--- src/hdl/dtp_pkg.sv ---
// Package for the decimal text to int64 parser.
// Word types, status codes and character constants; no dependencies.
package dtp_pkg;

  typedef enum logic [1:0] {
    ST_OK       = 2'd0,
    ST_INVALID  = 2'd1,
    ST_OVERFLOW = 2'd2,
    ST_NULL     = 2'd3
  } dtp_status_e;

  typedef struct packed {
    logic [7:0] char_byte;
    logic       last_byte;
    logic       empty_token;
  } dtp_in_t;

  typedef struct packed {
    logic signed [63:0] value;
    dtp_status_e        status;
  } dtp_out_t;

  // Token state carried between bytes
  typedef struct packed {
    logic [63:0] acc;
    logic        neg;
    logic        at_start;
    logic        digit_seen;
    dtp_status_e err;
  } dtp_state_t;

  localparam logic [63:0] LIMIT_TENTH = 64'd922337203685477580;
  localparam logic [63:0] NULL_VALUE  = 64'h8000_0000_0000_0000;

  localparam logic [7:0] CHAR_MINUS = 8'h2D;
  localparam logic [7:0] CHAR_PLUS  = 8'h2B;
  localparam logic [7:0] CHAR_ZERO  = 8'h30;
  localparam logic [7:0] CHAR_SEVEN = 8'h37;
  localparam logic [7:0] CHAR_NINE  = 8'h39;

  localparam dtp_state_t STATE_RESET = '{
    acc:        64'd0,
    neg:        1'b0,
    at_start:   1'b1,
    digit_seen: 1'b0,
    err:        ST_OK
  };

endpackage

--- src/hdl/dtp_fold.sv ---
// Combinational byte step: folds one character into the token state.
// Uses dtp_pkg for word, state and status types.
module dtp_fold (
  input  dtp_pkg::dtp_state_t st_i,
  input  dtp_pkg::dtp_in_t    word_i,
  output dtp_pkg::dtp_state_t st_o,
  output logic                res_valid_o,
  output dtp_pkg::dtp_out_t   res_o
);

  logic [7:0]          c;
  logic                is_digit;
  logic                hi_digit;
  logic                ovf;
  logic [63:0]         acc_x10;
  logic [63:0]         acc_next;
  dtp_pkg::dtp_state_t t;

  assign c        = word_i.char_byte;
  assign is_digit = (c >= dtp_pkg::CHAR_ZERO) && (c <= dtp_pkg::CHAR_NINE);
  assign hi_digit = (c > dtp_pkg::CHAR_SEVEN);
  // digits 8 and 9 trip one step earlier
  assign ovf      = hi_digit ? (st_i.acc >= dtp_pkg::LIMIT_TENTH)
                             : (st_i.acc >  dtp_pkg::LIMIT_TENTH);
  assign acc_x10  = {st_i.acc[60:0], 3'b000} + {st_i.acc[62:0], 1'b0};
  assign acc_next = acc_x10 + {60'd0, c[3:0]};

  always_comb begin
    t = st_i;
    if (st_i.err == dtp_pkg::ST_OK) begin
      t.at_start = 1'b0;
      if (st_i.at_start && (c == dtp_pkg::CHAR_MINUS)) begin
        t.neg = 1'b1;
      end else if (st_i.at_start && (c == dtp_pkg::CHAR_PLUS)) begin
        t.neg = st_i.neg;
      end else if (!is_digit) begin
        t.err = dtp_pkg::ST_INVALID;
      end else if (ovf) begin
        t.err = dtp_pkg::ST_OVERFLOW;
      end else begin
        t.acc        = acc_next;
        t.digit_seen = 1'b1;
      end
    end
  end

  always_comb begin
    res_valid_o = 1'b0;
    res_o.value = 64'sd0;
    res_o.status = dtp_pkg::ST_OK;
    st_o = t;
    if (word_i.empty_token) begin
      res_valid_o  = 1'b1;
      res_o.value  = dtp_pkg::NULL_VALUE;
      res_o.status = dtp_pkg::ST_NULL;
      st_o         = dtp_pkg::STATE_RESET;
    end else if (word_i.last_byte) begin
      res_valid_o = 1'b1;
      st_o        = dtp_pkg::STATE_RESET;
      if (t.err != dtp_pkg::ST_OK) begin
        res_o.status = t.err;
      end else if (!t.digit_seen) begin
        res_o.status = dtp_pkg::ST_INVALID;
      end else begin
        res_o.value = t.neg ? (64'd0 - t.acc) : t.acc;
      end
    end
  end

endmodule

--- src/hdl/dtp_out_reg.sv ---
// Result register with valid/stall handshake toward the consumer.
// Uses dtp_pkg for the result word type.
module dtp_out_reg (
  input  logic              clk_i,
  input  logic              rst_ni,
  input  logic              load_i,
  input  dtp_pkg::dtp_out_t word_i,
  output logic              free_o,
  output logic              out_valid_o,
  input  logic              out_stall_i,
  output dtp_pkg::dtp_out_t out_word_o
);

  logic              valid_q;
  dtp_pkg::dtp_out_t word_q;

  // slot can take a new word when empty or being drained this cycle
  assign free_o      = !valid_q || !out_stall_i;
  assign out_valid_o = valid_q;
  assign out_word_o  = word_q;

  always_ff @(posedge clk_i or negedge rst_ni) begin
    if (!rst_ni) begin
      valid_q <= 1'b0;
    end else if (free_o) begin
      valid_q <= load_i;
    end
  end

  always_ff @(posedge clk_i) begin
    if (free_o && load_i) begin
      word_q <= word_i;
    end
  end

endmodule

--- src/hdl/decimal_text_to_int64_parser.sv ---
// Decimal text to int64 parser: top level with input register and token state.
// Depends on dtp_pkg, dtp_fold and dtp_out_reg.
//
// Takes a signed decimal token one character word per clock while not stalled
// and returns one 64-bit result word at the token's last character (or at once
// for an empty token). Throughput is one character per clock, sustained, while
// the result register is not both full and stalled. The input register is
// written at the accepting edge. The fold step (multiply-by-ten as shift-add,
// one 64-bit add and the overflow compare) writes the result register from the
// input register once the result register is free, and the result word is held
// there until the consumer takes it. Accepted range is +/-(2^63-1); the most
// negative value reports overflow. Status: ok, invalid literal (non-digit,
// sign alone, sign not first), overflow, or null for an empty token, whose
// value is 0x8000000000000000. Error results carry value zero. After the first
// error the remaining characters of the token are ignored. Input stall rises
// only when the input register holds a word and the result register is full
// and stalled.
module decimal_text_to_int64_parser (
  input  logic              clk_i,
  input  logic              rst_ni,
  input  logic              in_valid_i,
  output logic              in_stall_o,
  input  dtp_pkg::dtp_in_t  in_word_i,
  output logic              out_valid_o,
  input  logic              out_stall_i,
  output dtp_pkg::dtp_out_t out_word_o
);

  // Input register
  logic                in_valid_q;
  dtp_pkg::dtp_in_t    in_word_q;

  // Token state
  dtp_pkg::dtp_state_t st_q;
  dtp_pkg::dtp_state_t st_d;

  logic                res_valid;
  dtp_pkg::dtp_out_t   res_word;
  logic                free;
  logic                step;

  // the registered word is consumed whenever the result slot can take it
  assign step       = in_valid_q && free;
  assign in_stall_o = in_valid_q && !free;

  always_ff @(posedge clk_i or negedge rst_ni) begin
    if (!rst_ni) begin
      in_valid_q <= 1'b0;
    end else if (!in_stall_o) begin
      in_valid_q <= in_valid_i;
    end
  end

  always_ff @(posedge clk_i) begin
    if (in_valid_i && !in_stall_o) begin
      in_word_q <= in_word_i;
    end
  end

  dtp_fold u_fold (
    .st_i        (st_q),
    .word_i      (in_word_q),
    .st_o        (st_d),
    .res_valid_o (res_valid),
    .res_o       (res_word)
  );

  always_ff @(posedge clk_i or negedge rst_ni) begin
    if (!rst_ni) begin
      st_q <= dtp_pkg::STATE_RESET;
    end else if (step) begin
      st_q <= st_d;
    end
  end

  dtp_out_reg u_out (
    .clk_i       (clk_i),
    .rst_ni      (rst_ni),
    .load_i      (in_valid_q && res_valid),
    .word_i      (res_word),
    .free_o      (free),
    .out_valid_o (out_valid_o),
    .out_stall_i (out_stall_i),
    .out_word_o  (out_word_o)
  );

  // Null results always carry the null value
  a_null_value: assert property (@(posedge clk_i) disable iff (!rst_ni)
    out_valid_o && (out_word_o.status == dtp_pkg::ST_NULL)
    |-> (out_word_o.value == dtp_pkg::NULL_VALUE))
    else $error("null result with wrong value");

  // Error results carry zero
  a_err_zero: assert property (@(posedge clk_i) disable iff (!rst_ni)
    out_valid_o && ((out_word_o.status == dtp_pkg::ST_INVALID) ||
                    (out_word_o.status == dtp_pkg::ST_OVERFLOW))
    |-> (out_word_o.value == 64'sd0))
    else $error("error result with nonzero value");

  // Token state returns to reset after a result is produced
  a_token_clear: assert property (@(posedge clk_i) disable iff (!rst_ni)
    step && (in_word_q.last_byte || in_word_q.empty_token)
    |=> (st_q == dtp_pkg::STATE_RESET))
    else $error("token state not cleared after result");

  // An error or a folded digit can only follow the first character
  a_start_clear: assert property (@(posedge clk_i) disable iff (!rst_ni)
    ((st_q.err != dtp_pkg::ST_OK) || st_q.digit_seen) |-> !st_q.at_start)
    else $error("token start flag inconsistent");

  // A result word appears only after a consumed word that ends a token
  a_out_source: assert property (@(posedge clk_i) disable iff (!rst_ni)
    $rose(out_valid_o) |-> $past(step && res_valid))
    else $error("result word without token end");

endmodule

--- config.mk ---
export PLATFORM = sky130hd
export DESIGN_NAME = decimal_text_to_int64_parser
export DESIGN_NICKNAME = d
export VERILOG_FILES = /design/src/hdl/dtp_pkg.sv /design/src/hdl/dtp_fold.sv /design/src/hdl/dtp_out_reg.sv /design/src/hdl/decimal_text_to_int64_parser.sv
export SDC_FILE = /design/constraint.sdc
export NUM_CORES = 1
export LEC_CHECK = 0
export BUFFER_PORTS_ARGS = -buffer_cell sky130_fd_sc_hd__buf_2
export CORE_MARGIN = 2
export CORE_UTILIZATION = 55
export DETAILED_ROUTE_END_ITERATION = 12
export PLACE_DENSITY_LB_ADDON = 0.12
export SLEW_MARGIN = 20
export SYNTH_ARGS = -nofsm -noshare
export SYNTH_HDL_FRONTEND = slang
export SYNTH_SLANG_ARGS = --single-unit
--- constraint.sdc ---
create_clock -name clk_i -period 15.5 [get_ports clk_i]
set_input_delay 1.55 -clock clk_i [delete_from_list [all_inputs] [get_ports clk_i]]
set_output_delay 1.55 -clock clk_i [all_outputs]
set_load 0.03 [all_outputs]
==> results list, run 1 <==
- Once detailed placement completed, the half-perimeter wirelength came to 30600 microns.
* Total negative slack for setup checks: 0 ns
* Post-Synthesis Cells: 1561
- In the final design database the tool counted 1739 nets.
* CTS tree: yes
- The floorplan step defined a die boundary enclosing 0.0253 sq mm.
- The top cell type by area accounts for 17.3% of the synthesized area.
- At the worst endpoint, the required time is 15.66 ns.
- Antenna Violating Nets Remaining: 0
- CP arrival: 6.53 ns
- The first detailed-routing pass ran for 6 iterations.
- Net Count, Synth: 1700
* Combinational family with the most area after synthesis: compound AO/OA/AOI/OAI gates
- Final core utilization: 61.4%
- Aggregate global routing overflow: 0
* Sequential standard cell area: 0.00406 sq mm
- Worst Path Class, Setup: flop to flop
* Height of the die: 159 microns
* CTS Hold Buffers Added: 0
- Post-CTS timing repair inserted 0 buffers for setup.
- Initial antenna violation count: 0
- The final layout contains routed wiring with a total length of 41700 microns.
- Total routing resource utilization after global routing: 32.6%
* Routed WL per cell: 21.6 microns
* Run status: complete, no violations
- Yosys attributes the largest share of cell area to edfxtp_1 (17%), dfrtp_1 (13%), ha_1 (12%), nor2_1 (5.0%), o21ai_0 (4.6%).
- Number of buffers added on ports: 81
- After filler insertion, the fill cell instance count of the layout stands at 2142.
- Gates resized, CTS repair: 0
- Post-route setup slack: 9.12 ns
- Prior to clock tree synthesis, the placed netlist has a worst setup slack of 9.46 ns.
* Post-synthesis sequential element count: 147
* Standard cell core area: 0.0235 sq mm
* Number of vias per cell after detailed routing: 6.51
- Max capacitance violation total: 0
* Adder and majority cell fraction of the synthesized area: 12.0%
* Final critical delay including setup and external delays: 6.38 ns
* Setup Viol. Count Final: 0
* Die boundary width: 159 microns
- The via count of the first global-routing pass came to 12100.
* Finished layout cell area: 0.0145 sq mm
* Clock buffer count from CTS: 17
- Via count: 12600
- Crit. End Element: flop
* Ys Warns: 0
- Along the worst path, the maximum fanout reaches 12.
- For this run, asynchronously set or reset flops after synthesis account for 48.3%.
- Dividing the final minimum period by the clock period gives 41.1%.
- In this run the mean area of a mapped cell was 8.45 sq um.
* I/O pin count: 82
- Area of the mapped netlist: 0.0132 sq mm
- Transition time at the pin with the least slew margin: 1.20 ns
- In this run the number of H-tree levels came out at 4.
- Compound-gate portion of the synthesized area: 23.6%
- Maximum number of pins on one net before global-route repair: 72
* Post-synth top area cell: edfxtp_1
- Wire length of the first global-routing pass: 66200 microns
- Power per cell area: 67.7 mW/mm^2
* Min-delay worst type: flop to flop
- Simple-gate share of the synthesized area: 20.5%
- Initial cell density of the core: 56.1%
* Insertion delay to the later sink of the worst-skew pair: 0.44 ns
- Critical Path Start Type: flop
* Synth cell types: 79
* Portion of netlist area occupied by mux cells: 2.95%
- The multi-input combinational cells in the finished layout cover a total of 0.00871 sq mm.
- Primary flip-flop cell chosen by synthesis mapping: edfxtp_1
- Inserted Diodes: 0
* Row Count: 56
- Of the cells placed in the final design, the portion with a size suffix greater than 1 is 10.4%.
* Clock buffer depth: 2
- IR analysis of the VDD net gives a maximum drop of 0.0682 mV.
* Number of synthesized flops with an enable pin: 76
- Summing the sequential cell areas from Yosys gives 30.8% of the chip area.
* 1st-iter DRT viols: 1203
- After clock tree synthesis, the clock-pin slew on the worst setup and hold paths is 0.06 ns.
* Remaining design rule violation count: 0
- Worst setup skew after layout: 0.0127 ns
* Reg-to-reg slack, setup: 9.12 ns
* Relative area change from synthesis to final layout: 9.50%
- Clock Sink Count: 147
- Setup repair after global routing left no endpoint under its margin.
- Cell at the root of the clock tree: clkbuf_16
- Of the total synthesized cell area, the portion taken by XOR and XNOR cells is 6.90%.
- The congestion estimate from routability-driven global placement came to 0.993.
- Top achievable clock speed: 0.157 GHz
- For this design the static power due to leakage is 0.00626 uW.
- The worst pin sits at a relative slew slack of 19.6%.
* Max-slew violation total from the final report: 0
* Final hold violation count: 0
- The placed instances occupy a cell area of 0.0138 sq mm.
[kinds of logic after synthesis]
family | Yosys count
muxes | 38
buffers and inverters | 116
DFF | 147
AOI/OAI and AO/OA | 474
xor gates and xnor gates | 104
and+or+nand+nor | 557
adders and majority gates | 125
[metrics by stage]
| stage | instances | hold slack [ns] | total power (uW) |
|---|---|---|---|
| 2_1_floorplan | 1561 | 0.451 | 514 |
| 3_3_place_gp | 1899 | 0.469 | 552 |
| 3_5_place_dp | 1899 | 0.469 | 553 |
| 4_1_cts | 1931 | 0.476 | 977 |
| 5_1_grt | 1932 | 0.487 | 1000 |
| 6_report | 1932 | 0.476 | 978 |
[area by class of cell]
| class | instances | share of cell area [%] |
|---|---|---|
| Clock buffer | 20 | 3.09 |
| Clock inverter | 12 | 1.01 |
| Inverter | 41 | 1.06 |
| Multi-Input combinational cell | 1298 | 60.3 |
| Sequential cell | 147 | 28.1 |
| Tap cell | 319 | 2.76 |
| Timing Repair Buffer | 95 | 3.69 |
[per-layer routing]
layer	GRT usage, %	share of wire, %
met4	11.4	3.3
met2	54.2	47
met5	0	0
met1	43.9	43
met3	4.47	6.4
[final timing paths]
path,startpoint,to,cells past startpoint
hold reg to reg,st_q[3],st_q[3],2
max in group asynchronous,rst_ni,st_q[3],2
min in group asynchronous,rst_ni,st_q[62],1
setup / recovery,st_q[7],u_out.out_word_o[63],16
hold / removal,st_q[3],st_q[3],2
setup reg to reg,st_q[7],u_out.out_word_o[63],16
[report_power, final]
| group | internal (uW) | switching [uW] | total, uW | leakage (uW) |
|---|---|---|---|---|
| registers | 432 | 8.66 | 440 | 0.00173 |
| logic | 24.2 | 82.9 | 107 | 0.00425 |
| clock network | 245 | 185 | 431 | 0.000285 |
[cells in the final DEF, fill, tap and decap left out, types with 13 or more instances in the layout]
master	n
nand2_1	160
buf_4	14
o31ai_1	18
a21oi_1	114
and3_1	13
ha_1	123
clkbuf_16	17
buf_2	80
o21a_1	19
dfrtp_1	70
nand3_1	27
xnor2_1	47
xor2_1	57
inv_1	40
nand4_1	35
a22o_1	23
a21o_1	35
edfxtp_1	76
o211ai_1	19
and2_1	18
a211oi_1	15
nor4_1	16
or3_1	14
nor2_1	175
mux2i_1	31
nor3_1	34
o21ai_0	122
[critical path: stages (launching register included)]
cell and delay (ns):
dfrtp_1 0.58, inv_1 0.11, fa_1 0.50, fa_1 0.48, nor2b_1 0.19, o31a_1 0.21, o21ai_2 0.14, o21ai_0 0.59
a21boi_0 0.31, xnor2_1 0.23, nor4bb_1 0.40, a41oi_1 0.41, nor4b_2 0.86, nand4_1 0.41, o31ai_1 0.43, xor2_1 0.18
nor2_1 0.05
[synthesized netlist by cell type (12+ instances only)]
master,number
and3_1,13
nor3_1,35
nand2_1,160
inv_1,41
o21a_1,19
mux2i_1,31
nor4_1,16
a22o_1,23
o31ai_1,18
nand4_1,35
nand3_1,27
dfrtp_1,70
xnor2_1,47
o211ai_1,19
ha_1,123
and2_1,18
a211oi_1,15
edfxtp_1,76
a31oi_1,12
clkbuf_1,60
xor2_1,57
o21ai_0,122
or3_1,14
nor2_1,176
a21oi_1,114
a21o_1,35
[sequential cells by signal, indices dropped and copies added, names as in the netlist]
| register | count |
|---|---|
| u_out.out_valid_o | 1 |
| st_q | 69 |
| in_valid_q | 1 |
| u_out.out_word_o | 66 |
| in_word_q | 10 |
Power figures use the tool's default switching activity.
==> run 2, diff against run 1 <==
ABC_AREA = 1   (was not set)
clock period = 6.18 ns   (was 15.5 ns; I/O delays follow)
==> run 2 against run 1 <==
Compared with the run above: fmax grew 38%; die area grew 15%; routed wire length grew 24%; first-iteration DRC count grew 34%; synthesized cell count grew 54%; largest cell class unchanged; sequential share of layout area shrank 3.6 points; worst hold slack lost 0.13 ns; clock skew grew 0.0034 ns; combinational power grew to 11 times the previous value; critical path depth grew 10; non-clock buffer count shrank 6; via count grew 26%; critical path type unchanged.
==> results list, run 2 <==
- Run status: complete, no violations
- On the final layout, the worst clock skew is 0.0161 ns.
- 1st-iter DRT viols: 1611
- Together, buffers and inverters on the worst path number 2.
- Antenna Violating Nets Remaining: 0
* Gates resized, CTS repair: 0
* Height of the die: 171 microns
- Total routing resource utilization after global routing: 36.3%
- Clock buffer count from CTS: 17
- The repair_antennas step left the layout with diodes totalling 0.
- The core region is 0.0271 sq mm.
- The floorplan has 60 rows.
- CP most frequent cell: nand2_1
- The netlist uses 53 different library cells.
- Summed over all layers, the global routing overflow is 0.
- Cell at the root of the clock tree: clkbuf_16
* Number of buffers added on ports: 81
- Post-detailed-placement half-perimeter wirelength: 41400 microns
- Number of synthesized flops with an enable pin: 76
- Transition time at the pin with the least slew margin: 0.989 ns
- The min-delay analysis places its worst path in the category input port to flop.
* Worst slew margin relative to its limit: 34.1%
- The count of pins over their slew limit is 0.
* Top-count cell post-synth: nand2_1
* Number of nets in the final layout: 2614
- Primary flip-flop cell chosen by synthesis mapping: edfxtp_1
- Via count: 15900
- Ys Warns: 0
- CP arrival: 4.81 ns
- CP required: 6.36 ns
* Vias in the first global route: 15000
- Across the run, the number of max-cap violations was 0.
* Routed WL per cell: 18.1 microns
- Remaining design rule violation count: 0
- Post-synth top area share: 19.3%
* CTS Hold Buffers Added: 0
- Using the TritonRoute via totals, the vias-per-cell ratio works out to 5.55.
- # H-tree levels: 4
- Maximum number of pins on one net before global-route repair: 72
- Share of the yosys chip area belonging to registers: 26.6%
- The tree built by TritonCTS fans out to 147 sinks.
- Clock-pin slew was measured on the worst setup and hold paths at 0.07 ns.
- Ranked by flip-flop count, first place goes to st_q.
* Master of the slowest instance on the critical path: fa_1
* Most frequent standard cell in the layout excluding fill and tap cells: nand2_1
- Insertion delay to the later sink of the worst-skew pair: 0.45 ns
- Proportion of register bits with asynchronous set or reset after synthesis: 48.3%
* Top cells by area in the synthesized netlist: nand2_1 (19%), edfxtp_1 (15%), dfrtp_1 (11%), ha_1 (10%), inv_1 (8.6%)
* Number of buffers inserted to repair setup after CTS: 0
- The die is 171 microns wide.
- Synthesis produced 2409 cells.
- For this run, the slowest stage of the critical path takes 0.61 ns.
- Overall power consumption after layout is estimated at 3440 uW.
* Top achievable clock speed: 0.216 GHz
- The die covers 0.0291 sq mm.
- Power per cell area: 208 mW/mm^2
- The commonest cells after synthesis are nand2_1 (784), inv_1 (348), nor2_1 (277).
- The first global-routing pass estimated 80500 microns of wire.
- Placer congestion estimate: 1.04
- The worst-case IR drop observed on VDD is 0.211 mV.
- In this run the count of I/O pins placed on the die edge is 82.
- Leakage power figure: 0.00896 uW
- Initial cell density of the core: 56.3%
- Total detailed-routing wirelength: 51800 microns
* Post-synth top area cell: nand2_1
- Tcrit/Tclk final: 74.9%
* Net Count, Synth: 2548
- For the final routed database, the setup TNS stands at 0 ns.
* Final critical delay including setup and external delays: 4.63 ns
- Among cell families on the critical path, the largest total delay comes from simple AND/OR/NAND/NOR gates.
* Relative area change from synthesis to final layout: 8.50%
- In the final layout, the share of cells above drive strength 1 is 10.8%.
- The synthesized netlist occupies a cell area of 0.0153 sq mm.
* Clock buffer depth: 2
- Post-Syn Area per Cell: 6.33 sq um
- Setup violations remaining at the end of the flow were counted as 0.
* Flip-flop count of the largest register, all copies and words added: 69
- STA classifies the critical path endpoint as a flop.
- Worst Path Class, Setup: flop to flop
- TritonCTS built the clock tree.
* Initial antenna violation count: 0
- Critical Path Start Type: flop
- The number of hold violations in the final report came to 0.
- Most used cells in the layout excluding fill and tap cells: nand2_1 (783), inv_1 (348), nor2_1 (276)
- Setup repair after global routing left no endpoint under its margin.
- The first detailed-routing pass took 6 iterations.
- Counting flops and latches in the post-synthesis netlist gives 147.
* Top fanout value on the critical path: 5
[run 2: routing by layer]
metal	GRT usage [%]	part of all wire, %	vias to the layer above
li1	-	-	7852
met1	44.8	41	7172
met2	60.9	47	692
met3	4.88	6.7	155
met4	20.5	6.0	0
met5	0	0	-
[run 2: cells by family (layout without fill, tap and decap cells)]
kind of cell             count (synthesis)  count (layout)  share of synthesized area [%]
AND/OR/NAND/NOR                       1391            1391                           39.6
buffers and inverters                  424             503                           11.2
AO/OA/AOI/OAI                          299             299                           10.9
flip-flops                             147             147                           26.6
adder cells (fa/ha/maj)                125             125                           10.4
XOR/XNOR                                23              23                           1.32
[run 2: worst paths after layout]
kind,slack (ns),depth (start not counted),start,to
worst max-delay path,1.55,26,in_word_q[5],u_out.out_word_o[64]
worst min register to register,0.51,2,st_q[3],st_q[3]
worst min-delay path,0.34,1,in_word_i[4],in_word_q[4]
min in group asynchronous,0.38,2,rst_ni,st_q[10]
max in group asynchronous,5.11,2,rst_ni,st_q[65]
worst max register to register,1.55,26,in_word_q[5],u_out.out_word_o[64]
[run 2: worst reg2reg max path, stage by stage (launching register included)]
cell,delay [ns]
edfxtp_1,0.43
inv_1,0.12
fa_1,0.61
inv_1,0.06
ha_1,0.33
nand2_1,0.06
nand2_1,0.08
and2_1,0.24
nand2_1,0.10
nand2_2,0.12
nand2_1,0.06
nand2_1,0.17
nand2_1,0.07
nand2_1,0.22
nand2_1,0.15
nand3_1,0.11
nand2_1,0.12
a21oi_1,0.45
nand2_1,0.09
nor2_1,0.13
nand2_1,0.06
nor2_1,0.22
nand3_1,0.12
nand2_1,0.08
nand2_1,0.05
nand2_1,0.05
a21oi_1,0.06
[run 2: layout make-up]
class,count,area [sq um]
Clock inverter,9,87.6
Inverter,382,1440
Clock buffer,23,533
Tap cell,372,465
Fill cell,2639,10600
Sequential cell,147,4060
Timing Repair Buffer,89,465
Multi-Input combinational cell,1838,9500
[run 2: report_power, final]
| part | leakage (uW) | total, uW | internal (uW) | switching, uW |
|---|---|---|---|---|
| registers | 0.00172 | 1150 | 1110 | 40.2 |
| clock network | 0.000300 | 1100 | 651 | 447 |
| logic | 0.00694 | 1200 | 319 | 876 |
[run 2: metrics by stage]
stage	instance area, sq um	worst slack [ns]	hold WS, ns	util [%]	cells
after CTS	16600	1.65	0.338	61.1	2860
after global routing	16600	1.25	0.335	61.1	2860
after detailed placement	15900	1.67	0.492	58.8	2828
final	16600	1.55	0.344	61.1	2860
after global placement	15900	1.75	0.482	58.8	2828
after floorplan	15300	1.87	0.322	-	2409
